**src/design/calendar_clock_counter_macros.svh**
```systemverilog
// Assertion helpers for the calendar clock counter.
`ifndef CALENDAR_CLOCK_COUNTER_MACROS_SVH
`define CALENDAR_CLOCK_COUNTER_MACROS_SVH

// Same-cycle implication, disabled while reset is high.
`define CCC_ASSERT_NOW(label, clk, rst, ante, cons, msg) \
  label: assert property (@(posedge clk) disable iff (rst) (ante) |-> (cons)) else $error(msg);

// Next-cycle implication, disabled while reset is high.
`define CCC_ASSERT_NEXT(label, clk, rst, ante, cons, msg) \
  label: assert property (@(posedge clk) disable iff (rst) (ante) |=> (cons)) else $error(msg);

`endif

```
**src/design/ccc_pkg.sv**
```systemverilog
`timescale 1ns / 1ps
`default_nettype none

package ccc_pkg;

  typedef enum logic [0:0] {
    OP_TICK = 1'b0,
    OP_LOAD = 1'b1
  } op_t;

  // Wrap thresholds: a time counter above these rolls over; a month at or
  // above MONTH_LAST rolls into the next year.
  localparam logic [5:0]  SEC_LAST   = 6'd58;
  localparam logic [5:0]  MIN_LAST   = 6'd58;
  localparam logic [4:0]  HOUR_LAST  = 5'd22;
  localparam logic [3:0]  MONTH_LAST = 4'd12;
  localparam logic [13:0] YEAR_MAX   = 14'd9999;
  localparam logic [15:0] DAYS_MAX   = 16'hFFFF;

  // Divisibility by 25 on 12-bit values: x * inverse (mod 4096) <= 4095 / 25.
  localparam logic [11:0] INV25      = 12'd3113;
  localparam logic [11:0] DIV25_MAX  = 12'd163;

  typedef struct packed {
    op_t         op;
    logic [5:0]  load_second;
    logic [5:0]  load_minute;
    logic [4:0]  load_hour;
    logic [4:0]  load_day;
    logic [3:0]  load_month;
    logic [13:0] load_year;
  } in_word_t;

  typedef struct packed {
    logic [5:0]  second;
    logic [5:0]  minute;
    logic [4:0]  hour;
    logic [4:0]  day;
    logic [3:0]  month;
    logic [13:0] year;
    logic [15:0] days_passed;
    logic        leap;
  } out_word_t;

  // Days in a month; callers only use it for months 1..12.
  function automatic logic [4:0] month_len(input logic [3:0] month, input logic leap);
    logic [4:0] len;
    case (month) inside
      4'd2:                    len = leap ? 5'd29 : 5'd28;
      4'd4, 4'd6, 4'd9, 4'd11: len = 5'd30;
      default:                 len = 5'd31;
    endcase
    return len;
  endfunction

endpackage

`default_nettype wire

```
**src/design/ccc_in_if.sv**
```systemverilog
`timescale 1ns / 1ps
`default_nettype none

interface ccc_in_if;
  import ccc_pkg::*;

  logic     valid;
  logic     ready;
  in_word_t data;

  modport source (output valid, output data, input ready);
  modport sink   (input valid, input data, output ready);
endinterface

`default_nettype wire

```
**src/design/ccc_out_if.sv**
```systemverilog
`timescale 1ns / 1ps
`default_nettype none

interface ccc_out_if;
  import ccc_pkg::*;

  logic      valid;
  logic      ready;
  out_word_t data;

  modport source (output valid, output data, input ready);
  modport sink   (input valid, input data, output ready);
endinterface

`default_nettype wire

```
**src/design/ccc_leap.sv**
```systemverilog
`timescale 1ns / 1ps
`default_nettype none

module ccc_leap (
  input  wire logic [13:0] year,
  output logic             leap
);
  import ccc_pkg::*;

  logic [11:0] quarter;
  logic [11:0] prod;
  logic        div25;

  // Year divisible by 100 iff divisible by 4 and year/4 divisible by 25;
  // by 400 iff additionally divisible by 16.
  assign quarter = year[13:2];
  assign prod    = quarter * INV25;
  assign div25   = (prod <= DIV25_MAX);
  assign leap    = (year[1:0] == 2'b00) && (!div25 || (year[3:2] == 2'b00));

endmodule

`default_nettype wire

```
**src/design/ccc_advance.sv**
```systemverilog
`timescale 1ns / 1ps
`default_nettype none

module ccc_advance (
  input  wire logic             clk,
  input  wire logic             rst,
  input  wire logic             fire,
  input  wire ccc_pkg::in_word_t word,
  output ccc_pkg::out_word_t    state
);
  import ccc_pkg::*;

  logic [5:0]  sec, sec_next;
  logic [5:0]  min, min_next;
  logic [4:0]  hour, hour_next;
  logic [4:0]  day, day_next;
  logic [3:0]  month, month_next;
  logic [13:0] year, year_next;
  logic [15:0] days, days_next;
  logic        leap, leap_next;

  logic        sec_wrap, min_wrap, hour_wrap;
  logic        date_ok;
  logic [4:0]  mlen;
  logic [13:0] year_inc;
  logic [13:0] leap_year;
  logic        leap_res;

  assign sec_wrap  = (sec > SEC_LAST);
  assign min_wrap  = (min > MIN_LAST);
  assign hour_wrap = (hour > HOUR_LAST);
  assign date_ok   = (month != 4'd0) && (month <= MONTH_LAST);
  assign mlen      = month_len(month, leap);
  assign year_inc  = (year >= YEAR_MAX) ? YEAR_MAX : year + 14'd1;

  // One leap unit serves both the load and the year rollover.
  assign leap_year = (word.op == OP_LOAD) ? word.load_year : year_inc;

  ccc_leap u_leap (
    .year (leap_year),
    .leap (leap_res)
  );

  // Next clock and calendar state for one word.
  always_comb begin
    sec_next   = sec;
    min_next   = min;
    hour_next  = hour;
    day_next   = day;
    month_next = month;
    year_next  = year;
    days_next  = days;
    leap_next  = leap;
    if (word.op == OP_LOAD) begin
      sec_next   = word.load_second;
      min_next   = word.load_minute;
      hour_next  = word.load_hour;
      day_next   = word.load_day;
      month_next = word.load_month;
      year_next  = word.load_year;
      leap_next  = leap_res;
    end else if (!sec_wrap) begin
      sec_next = sec + 6'd1;
    end else begin
      sec_next = 6'd0;
      if (!min_wrap) begin
        min_next = min + 6'd1;
      end else begin
        min_next = 6'd0;
        if (!hour_wrap) begin
          hour_next = hour + 5'd1;
        end else begin
          // Midnight: count the day, then move the date if the month is sane.
          hour_next = 5'd0;
          if (days != DAYS_MAX) begin
            days_next = days + 16'd1;
          end
          if (date_ok) begin
            if (day >= mlen) begin
              day_next = 5'd1;
              if (month >= MONTH_LAST) begin
                month_next = 4'd1;
                year_next  = year_inc;
                leap_next  = leap_res;
              end else begin
                month_next = month + 4'd1;
              end
            end else begin
              day_next = day + 5'd1;
            end
          end
        end
      end
    end
  end

  // Hold state; it also serves as the result register.
  always_ff @(posedge clk) begin
    if (rst) begin
      sec   <= '0;
      min   <= '0;
      hour  <= '0;
      day   <= '0;
      month <= '0;
      year  <= '0;
      days  <= '0;
      leap  <= 1'b0;
    end else if (fire) begin
      sec   <= sec_next;
      min   <= min_next;
      hour  <= hour_next;
      day   <= day_next;
      month <= month_next;
      year  <= year_next;
      days  <= days_next;
      leap  <= leap_next;
    end
  end

  assign state = '{second: sec, minute: min, hour: hour, day: day, month: month,
                   year: year, days_passed: days, leap: leap};

endmodule

`default_nettype wire

```
**src/design/calendar_clock_counter.sv**
```systemverilog
// Gregorian real-time clock calendar. Each input word is either a one-second
// tick or a load of time and date; each yields exactly one result word holding
// the full clock state after it. A word is taken into an input register,
// then, once the result slot is free or being taken, the carry chain
// (seconds, minutes, hours, day, month, saturating year and days-passed
// counters, leap rule) updates the state registers, which drive the result
// directly. The result is valid from that state update until it is taken.
// One word is accepted every cycle as long as results are taken, since a
// taken result frees the result slot in the same cycle; the combinational
// carry and leap path keeps that rate. No clearing pass follows reset.
`timescale 1ns / 1ps
`default_nettype none

`include "calendar_clock_counter_macros.svh"

module calendar_clock_counter (
  input  wire logic clk,
  input  wire logic rst,
  ccc_in_if.sink    item,
  ccc_out_if.source result
);
  import ccc_pkg::*;

  logic        in_valid;
  in_word_t    in_word;
  logic        out_valid;
  logic        fire;
  out_word_t   state;
  logic        bad_month_tick;
  logic [23:0] date_word;
  logic [15:0] days_cnt;

  // Advance when a word is held and the result slot is free or being taken.
  assign fire       = in_valid && (!out_valid || result.ready);
  assign item.ready = !in_valid || fire;

  // Hold the accepted word.
  always_ff @(posedge clk) begin
    if (rst) begin
      in_valid <= 1'b0;
    end else if (item.ready) begin
      in_valid <= item.valid;
    end
  end

  always_ff @(posedge clk) begin
    if (item.valid && item.ready) begin
      in_word <= item.data;
    end
  end

  ccc_advance u_advance (
    .clk   (clk),
    .rst   (rst),
    .fire  (fire),
    .word  (in_word),
    .state (state)
  );

  // Flag the result until taken.
  always_ff @(posedge clk) begin
    if (rst) begin
      out_valid <= 1'b0;
    end else if (fire) begin
      out_valid <= 1'b1;
    end else if (result.ready) begin
      out_valid <= 1'b0;
    end
  end

  assign result.valid = out_valid;
  assign result.data  = state;

  // Gather the terms the checks look at.
  assign bad_month_tick = fire && (in_word.op == OP_TICK) &&
                          ((state.month == 4'd0) || (state.month > MONTH_LAST));
  assign date_word      = {state.day, state.month, state.year, state.leap};
  assign days_cnt       = state.days_passed;

  `CCC_ASSERT_NEXT(a_hold_state, clk, rst, !fire, $stable(state), "state moved without a word")
  `CCC_ASSERT_NEXT(a_days_mono, clk, rst, 1'b1, days_cnt >= $past(days_cnt), "days went down")
  `CCC_ASSERT_NEXT(a_bad_month, clk, rst, bad_month_tick, $stable(date_word), "bad month moved")
  `CCC_ASSERT_NOW(a_no_drop, clk, rst, fire, !out_valid || result.ready, "result overwritten")

endmodule

`default_nettype wire
```
**src/flat_wrapper.sv**
```systemverilog
// flat-port wrapper written by rule: the top's interface ports become plain ports
module calendar_clock_counter_flat import ccc_pkg::*;
  (clk, rst, item_valid, item_data, item_ready, result_valid, result_data, result_ready);
  ccc_in_if item_i ();
  ccc_out_if result_i ();
  input  wire logic clk;
  input  wire logic rst;
  input wire logic [$bits(item_i.valid)-1:0] item_valid;
  input wire logic [$bits(item_i.data)-1:0] item_data;
  output wire logic [$bits(item_i.ready)-1:0] item_ready;
  output wire logic [$bits(result_i.valid)-1:0] result_valid;
  output wire logic [$bits(result_i.data)-1:0] result_data;
  input wire logic [$bits(result_i.ready)-1:0] result_ready;
  assign item_i.valid = item_valid;
  assign item_i.data = item_data;
  assign item_ready = item_i.ready;
  assign result_valid = result_i.valid;
  assign result_data = result_i.data;
  assign result_i.ready = result_ready;
  calendar_clock_counter u_core (.clk(clk), .rst(rst), .item(item_i), .result(result_i));
endmodule
```
**config.mk**
```make
export PLATFORM = sky130hd
export DESIGN_NAME = calendar_clock_counter_flat
export DESIGN_NICKNAME = d
export VERILOG_FILES = /design/src/design/ccc_pkg.sv /design/src/design/ccc_in_if.sv /design/src/design/ccc_out_if.sv /design/src/design/ccc_leap.sv /design/src/design/ccc_advance.sv /design/src/design/calendar_clock_counter.sv /design/src/flat_wrapper.sv
export VERILOG_INCLUDE_DIRS = /design/src /design/src/design
export SDC_FILE = /design/constraint.sdc
export NUM_CORES = 1
export LEC_CHECK = 0
export ABC_AREA = 1
export BUFFER_PORTS_ARGS = -buffer_cell sky130_fd_sc_hd__buf_2
export CAP_MARGIN = 40
export CORE_MARGIN = 2
export CORE_UTILIZATION = 40
export DETAILED_ROUTE_END_ITERATION = 10
export GPL_ROUTABILITY_DRIVEN = 1
export PLACE_DENSITY_LB_ADDON = 0.15
export SETUP_SLACK_MARGIN = 0.2
export SYNTH_ARGS = -nofsm -noshare
export SYNTH_HDL_FRONTEND = slang
export SYNTH_SLANG_ARGS = --single-unit
export TNS_END_PERCENT = 10
```
**constraint.sdc**
```tcl
create_clock -name clk -period 9.6 [get_ports clk]
set_clock_uncertainty 0.1 [all_clocks]
set_input_delay 1.44 -clock clk [delete_from_list [all_inputs] [get_ports clk]]
set_output_delay 1.44 -clock clk [all_outputs]
set_load 0.02 [all_outputs]
```
==> results of run 1 <==
layer usage:
metal  global-route usage [%]  vias up
met2                    30.35      134
met3                    4.229       12
met5                        0        -
li1                         -     2532
met4                    5.891        0
met1                    26.32     2260
synthesized netlist by cell type:
master	instances
buf_1	2
a221oi_1	12
a211oi_2	2
nand3_1	34
nor2_4	1
o211ai_1	3
nand4_2	1
o22ai_1	7
clkbuf_1	8
nand2_4	1
nor4_1	4
edfxtp_1	41
nand2_1	113
a21oi_1	50
o21ai_1	6
a211oi_1	4
inv_2	4
a31oi_1	3
a32o_1	1
nor2_1	67
nand4_1	9
dfxtp_1	59
xnor2_1	9
nor2_2	3
fa_1	6
nor3_4	1
nor3_1	20
xor2_1	16
buf_2	1
nand2_2	1
ha_1	39
buf_4	2
nor2_8	1
o21a_1	5
o21ai_0	45
inv_1	92
o41ai_1	1
a22oi_1	1
nor3_2	1
buf_6	1
or2_2	3
a41oi_1	2
sequential cells by signal, indices dropped and copies added (netlist names):
signal,cells
u_core.u_advance.min,6
u_core.in_word,41
u_core.in_valid,1
u_core.u_advance.days,16
u_core.u_advance.hour,5
u_core.result.valid,1
u_core.u_advance.leap,1
u_core.u_advance.sec,6
u_core.u_advance.year,14
u_core.u_advance.day,5
u_core.u_advance.month,4
logic make-up after synthesis:
family	after synthesis	synth area share [%]
AND/OR/NAND/NOR	260	20.39
AO/OA/AOI/OAI	142	14.72
buffers and inverters	110	7.592
flip-flops	100	42.67
adder cells (fa/ha/maj)	45	10.76
XOR/XNOR	25	3.873
power groups by stage:
| stage | Combinational [W] | Sequential (W) | Clock (W) |
|---|---|---|---|
| floorplan | 0.0000948 | 0.000479 | 0 |
| global placement | 0.000136 | 0.000476 | 0 |
| detailed placement | 0.000140 | 0.000476 | 0 |
| CTS | 0.000141 | 0.000467 | 0.000386 |
| global route | 0.000162 | 0.000468 | 0.000404 |
| finish | 0.000140 | 0.000467 | 0.000375 |
critical path, delay by kind of cell (launching register included):
kind                     cells  cell delay, ns
adder cells (fa/ha/maj)      5            1.74
flip-flops                   1            0.38
buffers and inverters        6            0.80
AND/OR/NAND/NOR             15            1.28
AO/OA/AOI/OAI                2            0.50
path summary, 6_finish.rpt:
check                                   startpoint                       end  slack, ns  cells past startpoint
worst max-delay path            u_core.in_word[40]     u_core.u_advance.leap       4.65                     28
worst min-delay path            u_core.in_word[24]  u_core.u_advance.hour[1]       0.39                      2
worst max register to register  u_core.in_word[40]     u_core.u_advance.leap       4.65                     28
worst min register to register  u_core.in_word[24]  u_core.u_advance.hour[1]       0.39                      2
area by class of cell:
cell class / instances / area (um2) / share of cell area (%)
Multi-Input combinational cell: 472 / 2811 / 42.19
Timing Repair Buffer: 106 / 545.5 / 8.186
Inverter: 96 / 360.3 / 5.407
Tap cell: 180 / 225.2 / 3.380
Clock buffer: 10 / 239.0 / 3.586
Clock inverter: 6 / 70.07 / 1.051
Sequential cell: 100 / 2412 / 36.20
metrics by stage:
stage | utilization, % | hold WS, ns
6_report | 48.19 | 0.3920
2_1_floorplan | - | 0.3572
3_3_place_gp | 45.85 | 0.3874
3_5_place_dp | 45.96 | 0.3856
5_1_grt | 48.19 | 0.4510
4_1_cts | 48.19 | 0.3984
==> impl_metrics.tcl, run 1 <==
set metrics [dict create \
    power.total_w 0.0009818 \
    cts-resized-gates 0 \
    root_buffer "clkbuf_16" \
    track_usage_pct 19.24 \
    crit_path_max_incr_delay_ns 0.47 \
    synthTopCellsByArea "edfxtp_1, dfxtp_1, ha_1" \
    io_buffers 103 \
    grt_max_degree 42 \
    clk_latency_ns 0.35 \
    setup_viol 0 \
    cts_sinks 100 \
    intPower_w 0.0007236 \
    final_cell_mix "nand2_1, buf_2, inv_1" \
    place_congestion 0.8605 \
    worstPathArrival_ns 5.06 \
    fillers 1285 \
    worst_pin_slew_ns 0.6284 \
    first_pass_iters 5 \
    area_growth_pct 17.88 \
    die_w_um 122.9 \
    coreArea_mm2 0.01383 \
    ctsHoldBuffers 0 \
    cts.clk_slew.worst_paths_ns 0.07 \
    fin_ws_ns 4.655 \
    dr_wl_met3_um 644 \
    routed_via_density 5.091 \
    p_clk_share_pct 38.2 \
    pre_cts_slack_ns 4.728 \
    grt_first_pass_wirelength_um 22620 \
    layout.nets 875 \
    cts_tree "done" \
    syn_avg_cell_area_um2 8.289 \
    routedWlPerCell_um 14.14 \
    rsz0062_at_grt "false" \
    p_seq_share_pct 47.5 \
    max_freq_mhz 202.2 \
    rows 43 \
    final_common_cell "nand2_1" \
    slew_headroom_pct 58.00 \
    wl_um 13710 \
    end_kind "register" \
    drive_gt1_share_pct 17.85 \
    grt_pass1_vias 4643 \
    io_pins 104 \
    ys_seq_area_share_pct 42.67 \
    power_switching_w 0.0002583 \
    outcome "finished clean" \
    cts_max_level 3 \
    die_y_um 122.9 \
    peakVddDrop_mv 0.1200 \
    overflow 0 \
    synth_top_area_share_pct 21.78 \
    place_inst 954 \
    wl_met2_um 6346 \
    pwr-share-comb_pct 14.3 \
    top_layer "met4" \
    ys_warn_count 0 \
    syn_inst 682 \
    tns_ns 0 \
    leakage_nw 3.063 \
    syn-num-nets 772 \
    hp-class "register to register" \
    worst_setup_path_start_kind "register" \
    slowest_stage "fa_1" \
    pwr_density_cell_mw_per_mm2 147.3 \
    cp_max_fo 13 \
    fin_cells 970 \
    antenna_found_initial 0 \
    ant_nets 0 \
    crit_required_ns 9.71 \
    finalInstanceArea_mm2 0.006664 \
    syn_area_mm2 0.005653 \
    cpMostUsedCell "nand2_1" \
    hold_viol 0 \
    clockBufferDepth 2 \
    die_area_mm2 0.01510 \
    drt_iter0_markers 348 \
    drv_slew 0 \
    netlist.top_cell.by_area "edfxtp_1" \
    drcViolationCount 0 \
    synth.distinct_cells 42 \
    hpwl_um 10410 \
    fin_crit_ns 4.946 \
    period_share_pct 51.52 \
    maxCapViolCount 0 \
    diodes 0 \
    postCtsSetupBuffers 0 \
    cts_made_buffers 9 \
    ys_ff_latch 100 \
    wl_met1_um 6568 \
    start_util_pct 40.88 \
    path_class "register to register" \
    swShare_pct 26.31 \
    place_area_mm2 0.006355 \
    dr_total_vias 4938 \
]
Power figures use the tool's default switching activity.
==> run 2: changes to the inputs <==
==> constraint.sdc (replaced) <==
create_clock -name clk -period 4.9 [get_ports clk]
set_clock_uncertainty 0.1 [all_clocks]
set_input_delay 0.735 -clock clk [delete_from_list [all_inputs] [get_ports clk]]
set_output_delay 0.735 -clock clk [all_outputs]
set_load 0.02 [all_outputs]
==> impl_metrics.tcl, run 2 (same netlist as run 1, synthesis figures left out) <==
set metrics [dict create \
    outcome "finished clean" \
    fin_ws_ns 0.5548 \
    largest-register "u_core.in_word" \
    routed_via_density 5.171 \
    overflow 0 \
    reg.largest.list "u_core.in_word (41), u_core.u_advance.days (16), u_core.u_advance.year (14)" \
    place_congestion 0.8769 \
    worst_pin_slew_ns 0.6611 \
    io_buffers 103 \
    hold_viol 0 \
    clk_latency_ns 0.36 \
    maxCapViolCount 0 \
    cts_made_buffers 9 \
    final_cell_mix "nand2_1, buf_2, inv_1" \
    rsz0062_at_grt "false" \
    leakage_nw 3.108 \
    largest_reg_flops 41 \
    ant_nets 0 \
    fin_crit_ns 4.345 \
    worstPathCellList "ha_1 > inv_1 > o21a_1 > nor2_1 > nor2_1 > inv_2 > o22ai_2 > inv_1 > ha_1 > inv_1 > fa_1 > inv_1 > ha_1 > fa_1 > xor2_1 > o21a_1 > nor3_1 > nand2_1 > nor2_1 > o21a_1 > nand3_1 > nand2_1 > a21oi_1" \
    max_freq_mhz 230.1 \
    end_kind "register" \
    io_pins 104 \
    hpwl_um 10600 \
    cp_top_family "adder cells" \
    start_util_pct 40.88 \
    hp-class "register to register" \
    slew_headroom_pct 55.82 \
    peakVddDrop_mv 0.1564 \
    grt_first_pass_wirelength_um 22940 \
    drive_gt1_share_pct 19.92 \
    dr_total_vias 5031 \
    cp_max_fo 8 \
    fin_hold_ws_ns 0.4060 \
    track_usage_pct 19.53 \
    ctsHoldBuffers 0 \
    grt_max_degree 42 \
    path_class "register to register" \
    worst_setup_path_start_kind "register" \
    layout.nets 878 \
    root_buffer "clkbuf_16" \
    die_w_um 122.9 \
    setup_viol 0 \
    final_common_cell "nand2_1" \
    wl_um 14210 \
    power.total_w 0.001956 \
    area_growth_pct 19.79 \
    drv_slew 0 \
    die_area_mm2 0.01510 \
    grt_pass1_vias 4662 \
    worst-path-buf-inv 5 \
    fillers 1352 \
    cpMostUsedCell "inv_1" \
    cts_tree "done" \
    drcViolationCount 0 \
    period_share_pct 88.68 \
    slowest_stage "fa_1" \
    antenna_found_initial 1 \
    drt_iter0_markers 307 \
    pwr_density_cell_mw_per_mm2 288.9 \
    clockBufferDepth 2 \
    rows 43 \
    routedWlPerCell_um 14.61 \
    pre_cts_slack_ns 0.3662 \
    cts_max_level 3 \
    crit_required_ns 5.02 \
    crit_path_max_incr_delay_ns 0.50 \
    cts.clk_slew.worst_paths_ns 0.07 \
    cts_sinks 100 \
    worstPathArrival_ns 4.47 \
    diodes 0 \
    first_pass_iters 5 \
    die_y_um 122.9 \
    coreArea_mm2 0.01383 \
    tns_ns 0 \
]
-- run 2: cell type report --
type | count | area (um2) | share of cell area, %
Clock buffer | 11 | 275.3 | 4.065
Clock inverter | 5 | 47.55 | 0.7021
Inverter | 96 | 360.3 | 5.322
Multi-Input combinational cell | 472 | 2864 | 42.29
Sequential cell | 100 | 2419 | 35.72
Tap cell | 180 | 225.2 | 3.326
Timing Repair Buffer | 109 | 580.6 | 8.574
-- run 2: path summary, 6_finish.rpt --
check                                              start                   endpoint  slack, ns  depth (start not counted)
worst max register to register  u_core.u_advance.year[0]      u_core.u_advance.leap       0.55                         23
worst min-delay path                  u_core.in_word[16]  u_core.u_advance.month[2]       0.41                          2
worst min register to register        u_core.in_word[16]  u_core.u_advance.month[2]       0.41                          2
worst max-delay path            u_core.u_advance.year[0]      u_core.u_advance.leap       0.55                         23
-- run 2: worst reg2reg max path, delay by kind of cell (launching register included) --
family	cells	cell delay, ns
adder cells (fa/ha/maj)	5	1.85
AND/OR/NAND/NOR	7	0.67
AO/OA/AOI/OAI	5	0.63
buffers and inverters	5	0.45
flip-flops	1	0.35
XOR/XNOR	1	0.18
-- run 2: per-layer routing --
| metal | vias up | GRT usage [%] | wire length, um |
|---|---|---|---|
| met4 | 2 | 7.399 | 233 |
| met1 | 2331 | 26.31 | 6659 |
| met5 | - | 0 | 13 |
| li1 | 2536 | - | - |
| met2 | 141 | 30.70 | 6547 |
| met3 | 21 | 4.136 | 758 |
-- run 2: stage by stage --
stage                     util [%]  area (um2)  instances
after global routing         48.97        6771        973
after detailed placement     46.21        6390        957
after global placement       46.01        6362        956
after CTS                    48.55        6713        973
final                        48.97        6771        973
after floorplan                  -        5653        682
-- run 2: power by group --
group | internal, W | switching [W]
Combinational | 0.000113 | 0.000171
Clock | 0.000417 | 0.000342
Sequential | 0.000897 | 0.0000167
Total | 0.00143 | 0.000530
-- run 2: timing repair --
| item | 4_1_cts | 5_1_grt |
|---|---|---|
| buffers inserted | 0 | 0 |
| setup endpoints to repair | 0 | 1 |
| resized for setup | 0 | 18 |
==> run 3: changes to the inputs <==
--- a/config.mk
+++ b/config.mk
@@ -10,7 +10,7 @@
 export BUFFER_PORTS_ARGS = -buffer_cell sky130_fd_sc_hd__buf_2
 export CAP_MARGIN = 40
 export CORE_MARGIN = 2
-export CORE_UTILIZATION = 40
+export CORE_UTILIZATION = 50
 export DETAILED_ROUTE_END_ITERATION = 10
 export GPL_ROUTABILITY_DRIVEN = 1
 export PLACE_DENSITY_LB_ADDON = 0.15
==> impl_metrics.tcl, run 3 (same netlist as run 1, synthesis figures left out) <==
set metrics [dict create \
    worst_setup_path_start_kind "register" \
    wl_um 13550 \
    final_common_cell "nand2_1" \
    hp-class "register to register" \
    r2r-start "u_core.u_advance.year[2]" \
    diodes 0 \
    rows 38 \
    cp_max_fo 6 \
    maxCapViolCount 0 \
    outcome "finished clean" \
    drt_iter0_markers 317 \
    drcViolationCount 0 \
    fin_ws_ns 0.5381 \
    io_buffers 103 \
    max_freq_mhz 229.3 \
    routed_via_density 5.347 \
    dr_total_vias 4994 \
    slowest_stage "fa_1" \
    worst_pin_slew_ns 0.6356 \
    clockBufferDepth 2 \
    final_cell_mix "nand2_1, buf_2, inv_1" \
    die_area_mm2 0.01217 \
    root_buffer "clkbuf_16" \
    crit_required_ns 5.01 \
    rsz0062_at_grt "false" \
    place_congestion 0.8975 \
    overflow 0 \
    ant_nets 0 \
    whs_path_depth 2 \
    first_pass_iters 5 \
    clk_latency_ns 0.35 \
    hp-start "u_core.u_advance.year[0]" \
    cts.clk_slew.worst_paths_ns 0.07 \
    io_pins 104 \
    routedWlPerCell_um 14.50 \
    grt_max_degree 42 \
    grt_pass1_vias 4725 \
    largest_reg_flops 41 \
    ff2ff_path_depth 28 \
    cts_sinks 100 \
    place_area_mm2 0.006347 \
    track_usage_pct 23.25 \
    fin_crit_ns 4.362 \
    area_growth_pct 18.02 \
    period_share_pct 89.02 \
    pwr_density_cell_mw_per_mm2 281.3 \
    crit_path_max_incr_delay_ns 0.49 \
    slew_headroom_pct 57.52 \
    fillers 994 \
    die_y_um 110.3 \
    holdPathEnd "u_core.u_advance.year[0]" \
    peakVddDrop_mv 0.2030 \
    hold_viol 0 \
    finalInstanceArea_mm2 0.006671 \
    worstPathArrival_ns 4.48 \
    antenna_found_initial 0 \
    cts_tree "done" \
    pre_cts_slack_ns 0.3840 \
    start_util_pct 51.69 \
    leakage_nw 3.079 \
    cpMostUsedCell "nand2_1" \
    largest-register "u_core.in_word" \
    path_class "register to register" \
    cts_max_level 3 \
    reg.largest.list "u_core.in_word (41), u_core.u_advance.days (16), u_core.u_advance.year (14)" \
    rrSetupSlack_ns 0.54 \
    grt_first_pass_wirelength_um 21890 \
    coreArea_mm2 0.01094 \
    tns_ns 0 \
    layout.nets 880 \
    r2r-end "u_core.u_advance.leap" \
    end_kind "register" \
    cts_made_buffers 9 \
    hpwl_um 10020 \
    drv_slew 0 \
    drive_gt1_share_pct 19.40 \
    die_w_um 110.3 \
    setup_viol 0 \
]
-- run 3: changes by cell type in the layout (fill, tap and decap cells not counted), sizes merged --
cell,delta
buf,+2
inv,-2
clkbuf,+1
-- run 3: report_power, final --
part / switching [W] / internal (W)
Combinational: 0.000172 / 0.000114
Clock: 0.000306 / 0.000371
Sequential: 0.0000165 / 0.000897
-- run 3: through the flow --
stage / hold WS, ns / util, % / power, W / std cells
after floorplan: 0.3572 / - / 0.001124 / 682
after global placement: 0.3867 / 57.79 / 0.001198 / 917
after detailed placement: 0.3963 / 58.04 / 0.001209 / 918
after CTS: 0.4111 / 60.58 / 0.001880 / 933
after global routing: 0.4278 / 61.01 / 0.001958 / 934
final: 0.4065 / 61.01 / 0.001877 / 934
-- run 3: cell type report --
class,instances,area [um2],area share (%)
Clock buffer,12,256.5,3.845
Clock inverter,3,21.27,0.3188
Inverter,96,360.3,5.401
Multi-Input combinational cell,472,2844,42.63
Sequential cell,100,2419,36.25
Tap cell,140,175.2,2.626
Timing Repair Buffer,111,595.6,8.927
-- run 3: worst max-delay path by stage --
stage	startpoint	to	cells after the start
floorplan	u_core.u_advance.year[0]	u_core.u_advance.leap	28
CTS	u_core.u_advance.year[0]	u_core.u_advance.leap	28
finish	u_core.u_advance.year[2]	u_core.u_advance.leap	28
global route	u_core.u_advance.year[2]	u_core.u_advance.leap	29
detailed placement	u_core.u_advance.year[0]	u_core.u_advance.leap	28
global placement	u_core.u_advance.year[2]	u_core.u_advance.leap	29
-- run 3: what timing repair did --
item / CTS / global route
hold buffers: 0 / 0
resized for setup: 0 / 14
buffers inserted: 0 / 1
endpoints found under the setup margin: 0 / 1
-- run 3: worst max-delay path, delay by kind of cell, from the launching register on --
kind            cells  cell delay, ns
flops               1            0.38
xor+xnor            1            0.14
compound gates      2            0.24
fa+ha+maj           5            1.73
buf+inv             4            0.26
simple gates       16            1.36
-- run 3: routing by layer --
layer  GRT usage, %  share of wire (%)  up-vias
met1          30.82                 46     2307
met3          4.115                5.4       18
li1               -                  -     2521
met4          8.750                1.7        0
met2          38.04                 47      148
met5              0                  0        -
